[config.mk]
export PLATFORM = sky130hd
export DESIGN_NAME = url_component_tagger
export DESIGN_NICKNAME = d
export VERILOG_FILES = /design/src/rtl/uct_pkg.sv /design/src/rtl/url_component_tagger.sv /design/src/rtl/uct_next.sv
export VERILOG_INCLUDE_DIRS = /design/src /design/src/rtl
export SDC_FILE = /design/constraint.sdc
export NUM_CORES = 1
export LEC_CHECK = 0
export BUFFER_PORTS_ARGS = -buffer_cell sky130_fd_sc_hd__buf_2
export CAP_MARGIN = 20
export CORE_ASPECT_RATIO = 0.7
export CORE_MARGIN = 5
export CORE_UTILIZATION = 61
export DETAILED_ROUTE_END_ITERATION = 16
export PLACE_DENSITY = 0.82
export SLEW_MARGIN = 20
export SYNTH_ARGS = -nofsm -noshare
export SYNTH_HDL_FRONTEND = slang
export SYNTH_SLANG_ARGS = --single-unit
[constraint.sdc]
create_clock -name clk -period 8.3 [get_ports clk]
set_clock_uncertainty 0.2 [all_clocks]
set_input_delay 1.245 -clock clk [delete_from_list [all_inputs] [get_ports clk]]
set_output_delay 1.245 -clock clk [all_outputs]
set_load 0.1 [all_outputs]
[src/rtl/assert_macros.svh]
// assertion macros used by the top-level rtl file
`ifndef ASSERT_MACROS_SVH
`define ASSERT_MACROS_SVH

// same-cycle implication, checked on every rising edge outside reset
`define ASSERT_IMPL(lbl, clk, rst_n, ante, cons) \
	lbl: assert property (@(posedge clk) disable iff (!rst_n) (ante) |-> (cons)) \
		else $error("implication check failed");

// next-cycle implication, checked on every rising edge outside reset
`define ASSERT_NEXT(lbl, clk, rst_n, ante, cons) \
	lbl: assert property (@(posedge clk) disable iff (!rst_n) (ante) |=> (cons)) \
		else $error("next-cycle check failed");

`endif

[src/rtl/uct_pkg.sv]
// types, codes and character classes of the url component tagger
package uct_pkg;

	// parser states
	typedef enum logic [3:0] {
		ST_SCHEME,
		ST_SLASH1,
		ST_SLASH2,
		ST_UORH,
		ST_PASS,
		ST_HOST,
		ST_V6,
		ST_V6END,
		ST_PORP,
		ST_PORT,
		ST_PATH,
		ST_QUERY,
		ST_FRAG
	} parse_state_t;

	// port digit radix tracking
	typedef enum logic [1:0] {
		OCT_NONE,
		OCT_DEC,
		OCT_OCT,
		OCT_STOP
	} oct_mode_t;

	// component tags
	localparam logic [3:0] TAG_NONE     = 4'd0;
	localparam logic [3:0] TAG_SCHEME   = 4'd1;
	localparam logic [3:0] TAG_UORH     = 4'd2;
	localparam logic [3:0] TAG_PORP     = 4'd3;
	localparam logic [3:0] TAG_USER     = 4'd4;
	localparam logic [3:0] TAG_PASS     = 4'd5;
	localparam logic [3:0] TAG_HOST     = 4'd6;
	localparam logic [3:0] TAG_PORT     = 4'd7;
	localparam logic [3:0] TAG_PATH     = 4'd8;
	localparam logic [3:0] TAG_QUERY    = 4'd9;
	localparam logic [3:0] TAG_FRAG     = 4'd10;

	// resolve codes
	localparam logic [2:0] RES_NONE     = 3'd0;
	localparam logic [2:0] RES_USER     = 3'd1;
	localparam logic [2:0] RES_HOST     = 3'd2;
	localparam logic [2:0] RES_USERPASS = 3'd3;
	localparam logic [2:0] RES_HOSTPORT = 3'd4;

	// error codes
	localparam logic [3:0] ERR_NONE     = 4'd0;
	localparam logic [3:0] ERR_SCHEME   = 4'd1;
	localparam logic [3:0] ERR_SLASH1   = 4'd2;
	localparam logic [3:0] ERR_SLASH2   = 4'd3;
	localparam logic [3:0] ERR_UORH     = 4'd4;
	localparam logic [3:0] ERR_PASS     = 4'd5;
	localparam logic [3:0] ERR_HOST     = 4'd6;
	localparam logic [3:0] ERR_V6       = 4'd7;
	localparam logic [3:0] ERR_PORP     = 4'd8;
	localparam logic [3:0] ERR_PORT     = 4'd9;
	localparam logic [3:0] ERR_LEFTOVER = 4'd10;

	// characters
	localparam logic [7:0] CH_PLUS   = 8'h2B;
	localparam logic [7:0] CH_MINUS  = 8'h2D;
	localparam logic [7:0] CH_DOT    = 8'h2E;
	localparam logic [7:0] CH_USCORE = 8'h5F;
	localparam logic [7:0] CH_TILDE  = 8'h7E;
	localparam logic [7:0] CH_PCT    = 8'h25;
	localparam logic [7:0] CH_AT     = 8'h40;
	localparam logic [7:0] CH_LBRK   = 8'h5B;
	localparam logic [7:0] CH_RBRK   = 8'h5D;
	localparam logic [7:0] CH_HASH   = 8'h23;
	localparam logic [7:0] CH_QMARK  = 8'h3F;
	localparam logic [7:0] CH_SLASH  = 8'h2F;
	localparam logic [7:0] CH_COLON  = 8'h3A;
	localparam logic [7:0] CH_0      = 8'h30;
	localparam logic [7:0] CH_9      = 8'h39;
	localparam logic [7:0] CH_LA     = 8'h61;
	localparam logic [7:0] CH_LF     = 8'h66;
	localparam logic [7:0] CH_LZ     = 8'h7A;
	localparam logic [7:0] CH_UA     = 8'h41;
	localparam logic [7:0] CH_UZ     = 8'h5A;

	// parser flags held between bytes
	typedef struct packed {
		parse_state_t st;
		logic [3:0]   err;
		logic         scheme_seen;
		logic         pend_host;
		logic         host_ne;
		logic         pend_dig;
		oct_mode_t    oct;
		logic         acc_ovf;
		logic         port_ovf;
	} uct_flags_t;

	// per-byte result
	typedef struct packed {
		logic [3:0] tag;
		logic [2:0] res;
	} uct_result_t;

	localparam uct_flags_t FLAGS_RESET = '{
		st: ST_SCHEME, err: ERR_NONE, scheme_seen: 1'b0, pend_host: 1'b0,
		host_ne: 1'b0, pend_dig: 1'b0, oct: OCT_NONE, acc_ovf: 1'b0, port_ovf: 1'b0
	};

	function automatic logic is_digit(logic [7:0] c);
		return (c >= CH_0) && (c <= CH_9);
	endfunction

	function automatic logic is_alnum(logic [7:0] c);
		return is_digit(c) || ((c >= CH_LA) && (c <= CH_LZ)) ||
			((c >= CH_UA) && (c <= CH_UZ));
	endfunction

	function automatic logic is_unres(logic [7:0] c);
		return is_alnum(c) || (c == CH_MINUS) || (c == CH_DOT) ||
			(c == CH_USCORE) || (c == CH_TILDE);
	endfunction

	function automatic logic is_v6(logic [7:0] c);
		return is_digit(c) || (c == CH_COLON) || ((c >= CH_LA) && (c <= CH_LF));
	endfunction

endpackage

[src/rtl/url_component_tagger.sv]
// Top level of the url component tagger.
// A URL enters one byte per transaction on the s_axis channel, tlast set on
// its final byte. Every byte yields exactly one result transaction on the
// m_axis channel: the component tag, how pending runs resolve, the latched
// error code, the committed port value and its saturation flag, with tlast
// copying the input tlast.
// Throughput is one byte per cycle while the receiver does not stall: the
// parser step is a single pass through a small transition decode and a
// shift-and-add port accumulator between the input and result registers.
// An accepted byte is held in the input register and then in the result
// register, from which its result is offered.
// Reset clears the valid flags of both pipeline registers and returns the
// parser to the scheme state with no error, no pending run and a zero port;
// a byte flagged tlast resets just the parser, so the next byte starts a new URL.
// When the receiver stalls, the result register holds, the byte in the input
// register waits, and s_axis_tready falls once both are occupied.
`include "assert_macros.svh"

module url_component_tagger #(
	parameter int PORT_BITS = 16
) (
	input  logic        clk,
	input  logic        arst_n,
	input  logic        s_axis_tvalid,
	output logic        s_axis_tready,
	input  logic [7:0]  s_axis_tdata,  // [7:0] ch
	input  logic        s_axis_tlast,  // last
	output logic        m_axis_tvalid,
	input  logic        m_axis_tready,
	output logic [31:0] m_axis_tdata,  // [3:0] tag, [6:4] resolve, [10:7] error_code,
	                                   // [26:11] port_value, [27] port_overflow
	output logic        m_axis_tlast   // done_res
);
	import uct_pkg::*;

	logic                 valid_s1;
	logic [7:0]           ch_s1;
	logic                 last_s1;
	logic                 out_valid_q;
	logic [31:0]          out_data_q;
	logic                 out_last_q;
	uct_flags_t           flags_q;
	logic [PORT_BITS-1:0] acc_q;
	logic [PORT_BITS-1:0] port_q;
	uct_flags_t           flags_nxt;
	logic [PORT_BITS-1:0] acc_nxt;
	logic [PORT_BITS-1:0] port_nxt;
	uct_result_t          result;
	logic [15:0]          port_ext;
	logic                 advance;

	// a byte moves from the input register into the result register
	assign advance       = valid_s1 && (!out_valid_q || m_axis_tready);
	assign s_axis_tready = !valid_s1 || advance;

	// input register control
	always_ff @(posedge clk or negedge arst_n) begin
		if (!arst_n) begin
			valid_s1 <= 1'b0;
		end else if (s_axis_tready) begin
			valid_s1 <= s_axis_tvalid;
		end
	end

	// input register payload
	always_ff @(posedge clk) begin
		if (s_axis_tvalid && s_axis_tready) begin
			ch_s1   <= s_axis_tdata;
			last_s1 <= s_axis_tlast;
		end
	end

	// parser step
	uct_next #(
		.PORT_BITS(PORT_BITS)
	) u_next (
		.cur      (flags_q),
		.acc      (acc_q),
		.port     (port_q),
		.ch       (ch_s1),
		.last     (last_s1),
		.nxt      (flags_nxt),
		.acc_nxt  (acc_nxt),
		.port_nxt (port_nxt),
		.res      (result)
	);

	// parser state, cleared after the last byte of a url
	always_ff @(posedge clk or negedge arst_n) begin
		if (!arst_n) begin
			flags_q <= FLAGS_RESET;
			acc_q   <= '0;
			port_q  <= '0;
		end else if (advance) begin
			if (last_s1) begin
				flags_q <= FLAGS_RESET;
				acc_q   <= '0;
				port_q  <= '0;
			end else begin
				flags_q <= flags_nxt;
				acc_q   <= acc_nxt;
				port_q  <= port_nxt;
			end
		end
	end

	// low 16 bits of the port, zero-extended for narrow ports
	assign port_ext = 16'(port_nxt);

	// result register control
	always_ff @(posedge clk or negedge arst_n) begin
		if (!arst_n) begin
			out_valid_q <= 1'b0;
		end else if (advance) begin
			out_valid_q <= 1'b1;
		end else if (m_axis_tready) begin
			out_valid_q <= 1'b0;
		end
	end

	// result register payload
	always_ff @(posedge clk) begin
		if (advance) begin
			out_data_q <= {4'b0000, flags_nxt.port_ovf, port_ext, flags_nxt.err,
				result.res, result.tag};
			out_last_q <= last_s1;
		end
	end

	assign m_axis_tvalid = out_valid_q;
	assign m_axis_tdata  = out_data_q;
	assign m_axis_tlast  = out_last_q;

	// a byte-level error always suppresses tag and resolve
	`ASSERT_IMPL(a_err_quiet, clk, arst_n,
		out_valid_q && out_data_q[10:7] != ERR_NONE && out_data_q[10:7] != ERR_LEFTOVER,
		out_data_q[3:0] == TAG_NONE && out_data_q[6:4] == RES_NONE)

	// the last byte of a url returns the parser to its start
	`ASSERT_NEXT(a_url_restart, clk, arst_n, advance && last_s1,
		flags_q.st == ST_SCHEME && flags_q.err == ERR_NONE && !flags_q.pend_host)

	// no pending digits means a cleared accumulator
	`ASSERT_IMPL(a_digits_clear, clk, arst_n, !flags_q.pend_dig,
		flags_q.oct == OCT_NONE && acc_q == '0 && !flags_q.acc_ovf)

endmodule

[src/rtl/uct_next.sv]
// next-state and tag logic of the url parser for one byte
module uct_next #(
	parameter int PORT_BITS = 16
) (
	input  uct_pkg::uct_flags_t  cur,
	input  logic [PORT_BITS-1:0] acc,
	input  logic [PORT_BITS-1:0] port,
	input  logic [7:0]           ch,
	input  logic                 last,
	output uct_pkg::uct_flags_t  nxt,
	output logic [PORT_BITS-1:0] acc_nxt,
	output logic [PORT_BITS-1:0] port_nxt,
	output uct_pkg::uct_result_t res
);
	import uct_pkg::*;

	localparam int WIDE = PORT_BITS + 4;
	localparam logic [WIDE-1:0] PORT_MAX_W = WIDE'({PORT_BITS{1'b1}});

	logic [WIDE-1:0]      acc_w;
	logic [WIDE-1:0]      mul10;
	logic [WIDE-1:0]      mul8;
	logic [3:0]           dval;
	logic [PORT_BITS-1:0] dig_acc;
	logic                 dig_ovf;
	oct_mode_t            dig_oct;
	logic [3:0]           tag;
	logic [2:0]           rsv;
	logic [3:0]           err;

	// shift-and-add forms of acc*10+d and acc*8+d
	assign dval  = ch[3:0];
	assign acc_w = WIDE'(acc);
	assign mul10 = (acc_w << 3) + (acc_w << 1) + WIDE'(dval);
	assign mul8  = (acc_w << 3) + WIDE'(dval);

	// strtol-style digit accumulation with saturation
	always_comb begin
		dig_acc = acc;
		dig_ovf = cur.acc_ovf;
		dig_oct = cur.oct;
		case (cur.oct)
			OCT_NONE: begin
				dig_oct = (dval == 4'd0) ? OCT_OCT : OCT_DEC;
				dig_acc = PORT_BITS'(dval);
			end
			OCT_DEC: begin
				if (cur.acc_ovf || (mul10 > PORT_MAX_W)) begin
					dig_acc = '1;
					dig_ovf = 1'b1;
				end else begin
					dig_acc = mul10[PORT_BITS-1:0];
				end
			end
			OCT_OCT: begin
				if (dval >= 4'd8) begin
					dig_oct = OCT_STOP;
				end else if (cur.acc_ovf || (mul8 > PORT_MAX_W)) begin
					dig_acc = '1;
					dig_ovf = 1'b1;
				end else begin
					dig_acc = mul8[PORT_BITS-1:0];
				end
			end
			default: begin
				dig_oct = OCT_STOP;
			end
		endcase
	end

	// parser transition
	always_comb begin
		nxt      = cur;
		acc_nxt  = acc;
		port_nxt = port;
		tag      = TAG_NONE;
		rsv      = RES_NONE;
		err      = ERR_NONE;
		if (cur.err == ERR_NONE) begin
			unique case (cur.st)
				ST_SCHEME: begin
					if (is_alnum(ch) || ch == CH_PLUS || ch == CH_MINUS || ch == CH_DOT) begin
						tag = TAG_SCHEME;
						nxt.scheme_seen = 1'b1;
					end else if (ch == CH_COLON) begin
						nxt.st = ST_SLASH1;
					end else if (ch == CH_SLASH && !cur.scheme_seen) begin
						nxt.st = ST_PATH;
					end else begin
						err = ERR_SCHEME;
					end
				end
				ST_SLASH1: begin
					if (ch == CH_SLASH) begin
						nxt.st = ST_SLASH2;
					end else if (is_alnum(ch)) begin
						tag = TAG_UORH;
						nxt.pend_host = 1'b1;
						nxt.st = ST_UORH;
					end else begin
						err = ERR_SLASH1;
					end
				end
				ST_SLASH2: begin
					if (ch == CH_SLASH) begin
						nxt.st = ST_UORH;
					end else begin
						err = ERR_SLASH2;
					end
				end
				ST_UORH: begin
					if (is_unres(ch) || ch == CH_PCT) begin
						tag = TAG_UORH;
						nxt.pend_host = 1'b1;
					end else if (ch == CH_COLON) begin
						nxt.st       = ST_PORP;
						nxt.pend_dig = 1'b0;
						nxt.oct      = OCT_NONE;
						nxt.acc_ovf  = 1'b0;
						acc_nxt      = '0;
					end else if (ch == CH_AT) begin
						rsv = RES_USER;
						nxt.pend_host = 1'b0;
						nxt.st = ST_HOST;
					end else if (ch == CH_SLASH) begin
						rsv = RES_HOST;
						nxt.host_ne   = cur.pend_host;
						nxt.pend_host = 1'b0;
						nxt.st = ST_PATH;
					end else if (ch == CH_LBRK && !cur.pend_host) begin
						nxt.st = ST_V6;
					end else begin
						err = ERR_UORH;
					end
				end
				ST_PASS: begin
					if (is_alnum(ch) || ch == CH_PCT) begin
						tag = TAG_PASS;
					end else if (ch == CH_AT) begin
						nxt.st = ST_HOST;
					end else begin
						err = ERR_PASS;
					end
				end
				ST_HOST: begin
					if (ch == CH_LBRK && !cur.host_ne) begin
						nxt.st = ST_V6;
					end else if (is_unres(ch) || ch == CH_PCT) begin
						tag = TAG_HOST;
						nxt.host_ne = 1'b1;
					end else if (ch == CH_COLON) begin
						nxt.st       = ST_PORT;
						nxt.pend_dig = 1'b0;
						nxt.oct      = OCT_NONE;
						nxt.acc_ovf  = 1'b0;
						acc_nxt      = '0;
					end else if (ch == CH_SLASH) begin
						nxt.st = ST_PATH;
					end else begin
						err = ERR_HOST;
					end
				end
				ST_V6: begin
					if (ch == CH_RBRK) begin
						nxt.st = ST_V6END;
					end else if (is_v6(ch)) begin
						tag = TAG_HOST;
						nxt.host_ne = 1'b1;
					end else begin
						err = ERR_V6;
					end
				end
				ST_V6END: begin
					if (ch == CH_COLON) begin
						nxt.st       = ST_PORT;
						nxt.pend_dig = 1'b0;
						nxt.oct      = OCT_NONE;
						nxt.acc_ovf  = 1'b0;
						acc_nxt      = '0;
					end else if (ch == CH_SLASH) begin
						nxt.st = ST_PATH;
					end else begin
						err = ERR_V6;
					end
				end
				ST_PORP: begin
					if (is_digit(ch)) begin
						tag = TAG_PORP;
						nxt.pend_dig = 1'b1;
						nxt.oct      = dig_oct;
						nxt.acc_ovf  = dig_ovf;
						acc_nxt      = dig_acc;
					end else if (ch == CH_SLASH) begin
						// pending run was host, digits were the port
						rsv = RES_HOSTPORT;
						nxt.host_ne   = cur.pend_host;
						nxt.pend_host = 1'b0;
						port_nxt      = acc;
						nxt.port_ovf  = cur.acc_ovf;
						nxt.pend_dig  = 1'b0;
						nxt.oct       = OCT_NONE;
						nxt.acc_ovf   = 1'b0;
						acc_nxt       = '0;
						nxt.st = ST_PATH;
					end else if (is_alnum(ch) || ch == CH_PCT) begin
						// pending run was user, digits were password
						rsv = RES_USERPASS;
						tag = TAG_PASS;
						nxt.pend_host = 1'b0;
						nxt.pend_dig  = 1'b0;
						nxt.oct       = OCT_NONE;
						nxt.acc_ovf   = 1'b0;
						acc_nxt       = '0;
						nxt.st = ST_PASS;
					end else begin
						err = ERR_PORP;
					end
				end
				ST_PORT: begin
					if (is_digit(ch)) begin
						tag = TAG_PORT;
						nxt.pend_dig = 1'b1;
						nxt.oct      = dig_oct;
						nxt.acc_ovf  = dig_ovf;
						acc_nxt      = dig_acc;
					end else if (ch == CH_SLASH) begin
						port_nxt     = acc;
						nxt.port_ovf = cur.acc_ovf;
						nxt.pend_dig = 1'b0;
						nxt.oct      = OCT_NONE;
						nxt.acc_ovf  = 1'b0;
						acc_nxt      = '0;
						nxt.st = ST_PATH;
					end else begin
						err = ERR_PORT;
					end
				end
				ST_PATH: begin
					if (ch == CH_HASH) begin
						nxt.st = ST_FRAG;
					end else if (ch == CH_QMARK) begin
						nxt.st = ST_QUERY;
					end else begin
						tag = TAG_PATH;
					end
				end
				ST_QUERY: begin
					if (ch == CH_HASH) begin
						nxt.st = ST_FRAG;
					end else if (ch != CH_QMARK) begin
						tag = TAG_QUERY;
					end
				end
				default: begin
					nxt.st = ST_FRAG;
					tag = TAG_FRAG;
				end
			endcase
			if (err != ERR_NONE) begin
				nxt.err = err;
				tag     = TAG_NONE;
				rsv     = RES_NONE;
			end
		end

		// end of url: leftover digits or a pending host run
		if (last && nxt.err == ERR_NONE) begin
			if (nxt.pend_dig) begin
				nxt.err = ERR_LEFTOVER;
			end else if (nxt.pend_host && rsv == RES_NONE) begin
				rsv = RES_HOST;
			end
		end

		res.tag = tag;
		res.res = rsv;
	end

endmodule
==> out/qor.csv <==
stage,metric,value,unit
outcome,outcome,completed,
sta,finalSetupTns,0,ns
clock_network,cts_buffer_depth,2,
synth,synthTopCellsByArea,"dfrtp_1 (20%), edfxtp_1 (18%), ha_1 (7.3%), o21ai_0 (3.6%), a22o_1 (3.2%)",
detailed_routing,highest-signal-layer,met4,
synth,yosysTopAreaCellShare,19.76,%
min_path,hp-class,reg -> reg,
floorplanning,io_pins,48,
cells_and_area,drive_gt1_share,14.86,%
synth,syn-cell-area,0.006331,mm^2
clock_network,cts_tree,done,
min_path,hp-start,valid_s1,
sta,setup_slack,3.230,ns
sta,max_freq,197.2,MHz
cells_and_area,finalNetCount,740,
global_routing,grt_max_degree,51,
synth,avgSynthCellArea,9.506,um^2
clock_network,cts.sinks,88,
detailed_routing,wl_per_cell,21.78,um
power,p_leak,2.967,nW
synth,seq_area_frac_synth,37.79,%
setup_path,cpMaxStageDelayCell,o31ai_1,
global_routing,grt_pass1_wl,29.11,mm
placement,place_area,0.006586,mm^2
setup_path,reg2reg_to,acc_q[3],
placement,port_buffers,43,
sta,finalMaxSlewViolations,0,
detailed_routing,met2_wirelength,7.011,mm
setup_path,path_class,reg -> reg,
setup_path,path_max_fanout,15,
clock_network,clkTransAtPathRegs,0.07,ns
setup_path,cp.arrival,5.06,ns
clock_network,cts_resized,0,
cells_and_area,stdcell_area,0.006887,mm^2
power,p_total,0.001559,W
global_routing,antenna_found_initial,0,
clock_network,cts_hold_buf,0,
sta,worst_pin_slew,1.061,ns
global_routing,first_global_vias,5321,
global_routing,grt_use_total,29.16,%
detailed_routing,wl_met3,2.113,mm
setup_path,r2r_cells,12,
floorplanning,rows,31,
synth,yosys.area.top_type,dfrtp_1,
sta,fin_crit_sh,61.09,%
clock_network,cts-root-buf,clkbuf_16,
detailed_routing,vias_per_cell,6.899,
clock_network,cts_setup_buffers,0,
min_path,whs_endpoint,m_axis_tvalid,
synth,synthArstFlopShare,56.82,%
detailed_routing,firstDrtPassIters,6,
setup_path,r2r_setup_slack,3.23,ns
synth,synth.most_common_cell,dfrtp_1,
placement,detailed_place_hpwl,13.51,mm
detailed_routing,drc_errors,0,
synth,ys_types,87,
detailed_routing,drtAntennaViolNets,0,
cells_and_area,diodes,0,
setup_path,cp-end-kind,register,
synth,synth_warnings,0,
clock_network,clkLatencyLatePin,0.34,ns
sta,hold_viol_final,0,
floorplanning,die-area,0.01255,mm^2
floorplanning,core,0.01024,mm^2
sta,slew_headroom,28.33,%
detailed_routing,vias,5692,
sta,rsz0062_at_grt,false,
clock_network,h-tree-depth,3,
placement,post-place-ws,3.349,ns
flow_run,cap_violations,0,
setup_path,rr_startpoint,ch_s1[3],
setup_path,cp.required,8.29,ns
power,power.density,226.3,mW/mm^2
synth,synth_edf_count,38,
floorplanning,initial_core_util,61.83,%
synth,synth-seq-cells,88,
synth,yosys-top-cells-count,"dfrtp_1 (50), nand2_1 (46), o21ai_0 (46)",
min_path,hold-path-cell-count,1,
synth,syn_inst,666,
cells_and_area,area_delta_synth_final,8.775,%
sta,setup_viol,0,
setup_path,max_stage_delay,0.69,ns
placement,placed_cells,809,
setup_path,path_common_cell,fa_1,
floorplanning,chipHeight,95.24,um
power,vdd.ir_drop.worst,231.1,uV
floorplanning,dieWidth,131.8,um
sta,min_period,5.070,ns
detailed_routing,met1_length,8.661,mm
clock_network,cts_made_buffers,9,
detailed_routing,wirelength,17.97,mm
setup_path,cp-start-kind,register,
global_routing,overflow,0,
synth,synth_top_flop_cell,dfrtp_1,
placement,gp_congestion,0.9764,
detailed_routing,drt_iter0_drc,600,
cells_and_area,fin_cells,825,
setup_path,cp_cell_sequence,clkinv_1 -> fa_1 -> inv_1 -> fa_1 -> a211oi_1 -> o311ai_0 -> o21ba_2 -> a311o_1 -> xor2_1 -> o31ai_1 -> and2_1 -> a41oi_1,
-- worst max-delay path by stage --
stage | startpoint | to | slack (ns)
global placement | ch_s1[3] | acc_q[0] | 3.52
finish | ch_s1[3] | acc_q[3] | 3.23
global route | ch_s1[3] | acc_q[3] | 2.97
detailed placement | ch_s1[3] | acc_q[3] | 3.35
CTS | ch_s1[3] | acc_q[3] | 3.34
floorplan | ch_s1[3] | acc_q[13] | 4.27
-- metal layers --
metal | vias to the layer above | track usage [%]
met2 | 363 | 39.36
met1 | 2715 | 46.10
met4 | 0 | 5.308
met3 | 16 | 8.544
met5 | - | 0
li1 | 2598 | -
-- metrics by stage --
stage | hold WS, ns | util, %
after global placement | 0.2791 | 64.32
after detailed placement | 0.2915 | 64.32
after CTS | 0.3122 | 67.23
after global routing | 0.3328 | 67.25
after floorplan | 0.2244 | -
final | 0.3164 | 67.25
-- cells by family after synthesis --
group           synth area share [%]
compound gates                 25.47
mux                            3.202
fa+ha+maj                      7.945
xor+xnor                       3.458
simple gates                   18.02
other cells                  0.05923
buf+inv                        4.051
flops                          37.79
-- where the power goes --
group | internal (W) | leakage, nW | switching, W | total (W)
clock network | 0.000212 | 0.143 | 0.000191 | 0.000403
registers | 0.000501 | 1.06 | 0.0000789 | 0.000580
logic | 0.000160 | 1.76 | 0.000416 | 0.000576
-- cell usage in the layout, fill, tap and decap left out, types with 5 or more instances in the layout --
cell type,netlist,layout
dfrtp_1,50,50
nand2_1,46,46
o21ai_0,46,46
nor2_1,44,43
buf_2,13,43
edfxtp_1,38,38
ha_1,37,37
a21oi_1,35,35
a22o_1,23,23
nand3_1,22,22
xnor2_1,21,21
inv_1,17,17
mux2_2,17,17
a22oi_1,15,15
a211oi_1,14,14
a21o_1,13,13
nand2b_1,12,12
and3_1,11,11
nor3_1,11,11
a31oi_1,10,10
nor4_1,9,9
clkbuf_16,0,9
nand4_1,7,7
and2_1,7,7
buf_4,4,7
o21a_1,6,6
o21ai_1,5,5
nor2b_1,5,5
-- worst max-delay path: cells and delay by family (launching register included) --
family / cells / cell delay, ns
xor+xnor: 1 / 0.14
simple gates: 1 / 0.50
flops: 1 / 0.61
buf+inv: 2 / 0.43
fa+ha+maj: 2 / 1.08
compound gates: 6 / 1.95
-- cell type report --
type                    count  area, um^2
well taps                 132       165.2
fillers                   810        3353
clock buffers               9       225.2
flip-flops and latches     88        2392
repair buffers             50       267.8
multi-input cells         521        3696
inverters                  18       67.56
clock inverters             7       72.57
-- sequential cells by signal, indices dropped and copies added, names as in the netlist --
register	cells
ch_s1	8
m_axis_tvalid	1
flags_q	16
port_q	16
m_axis_tdata	28
m_axis_tlast	1
valid_s1	1
acc_q	16
last_s1	1
(Power assumes the default switching activity.)
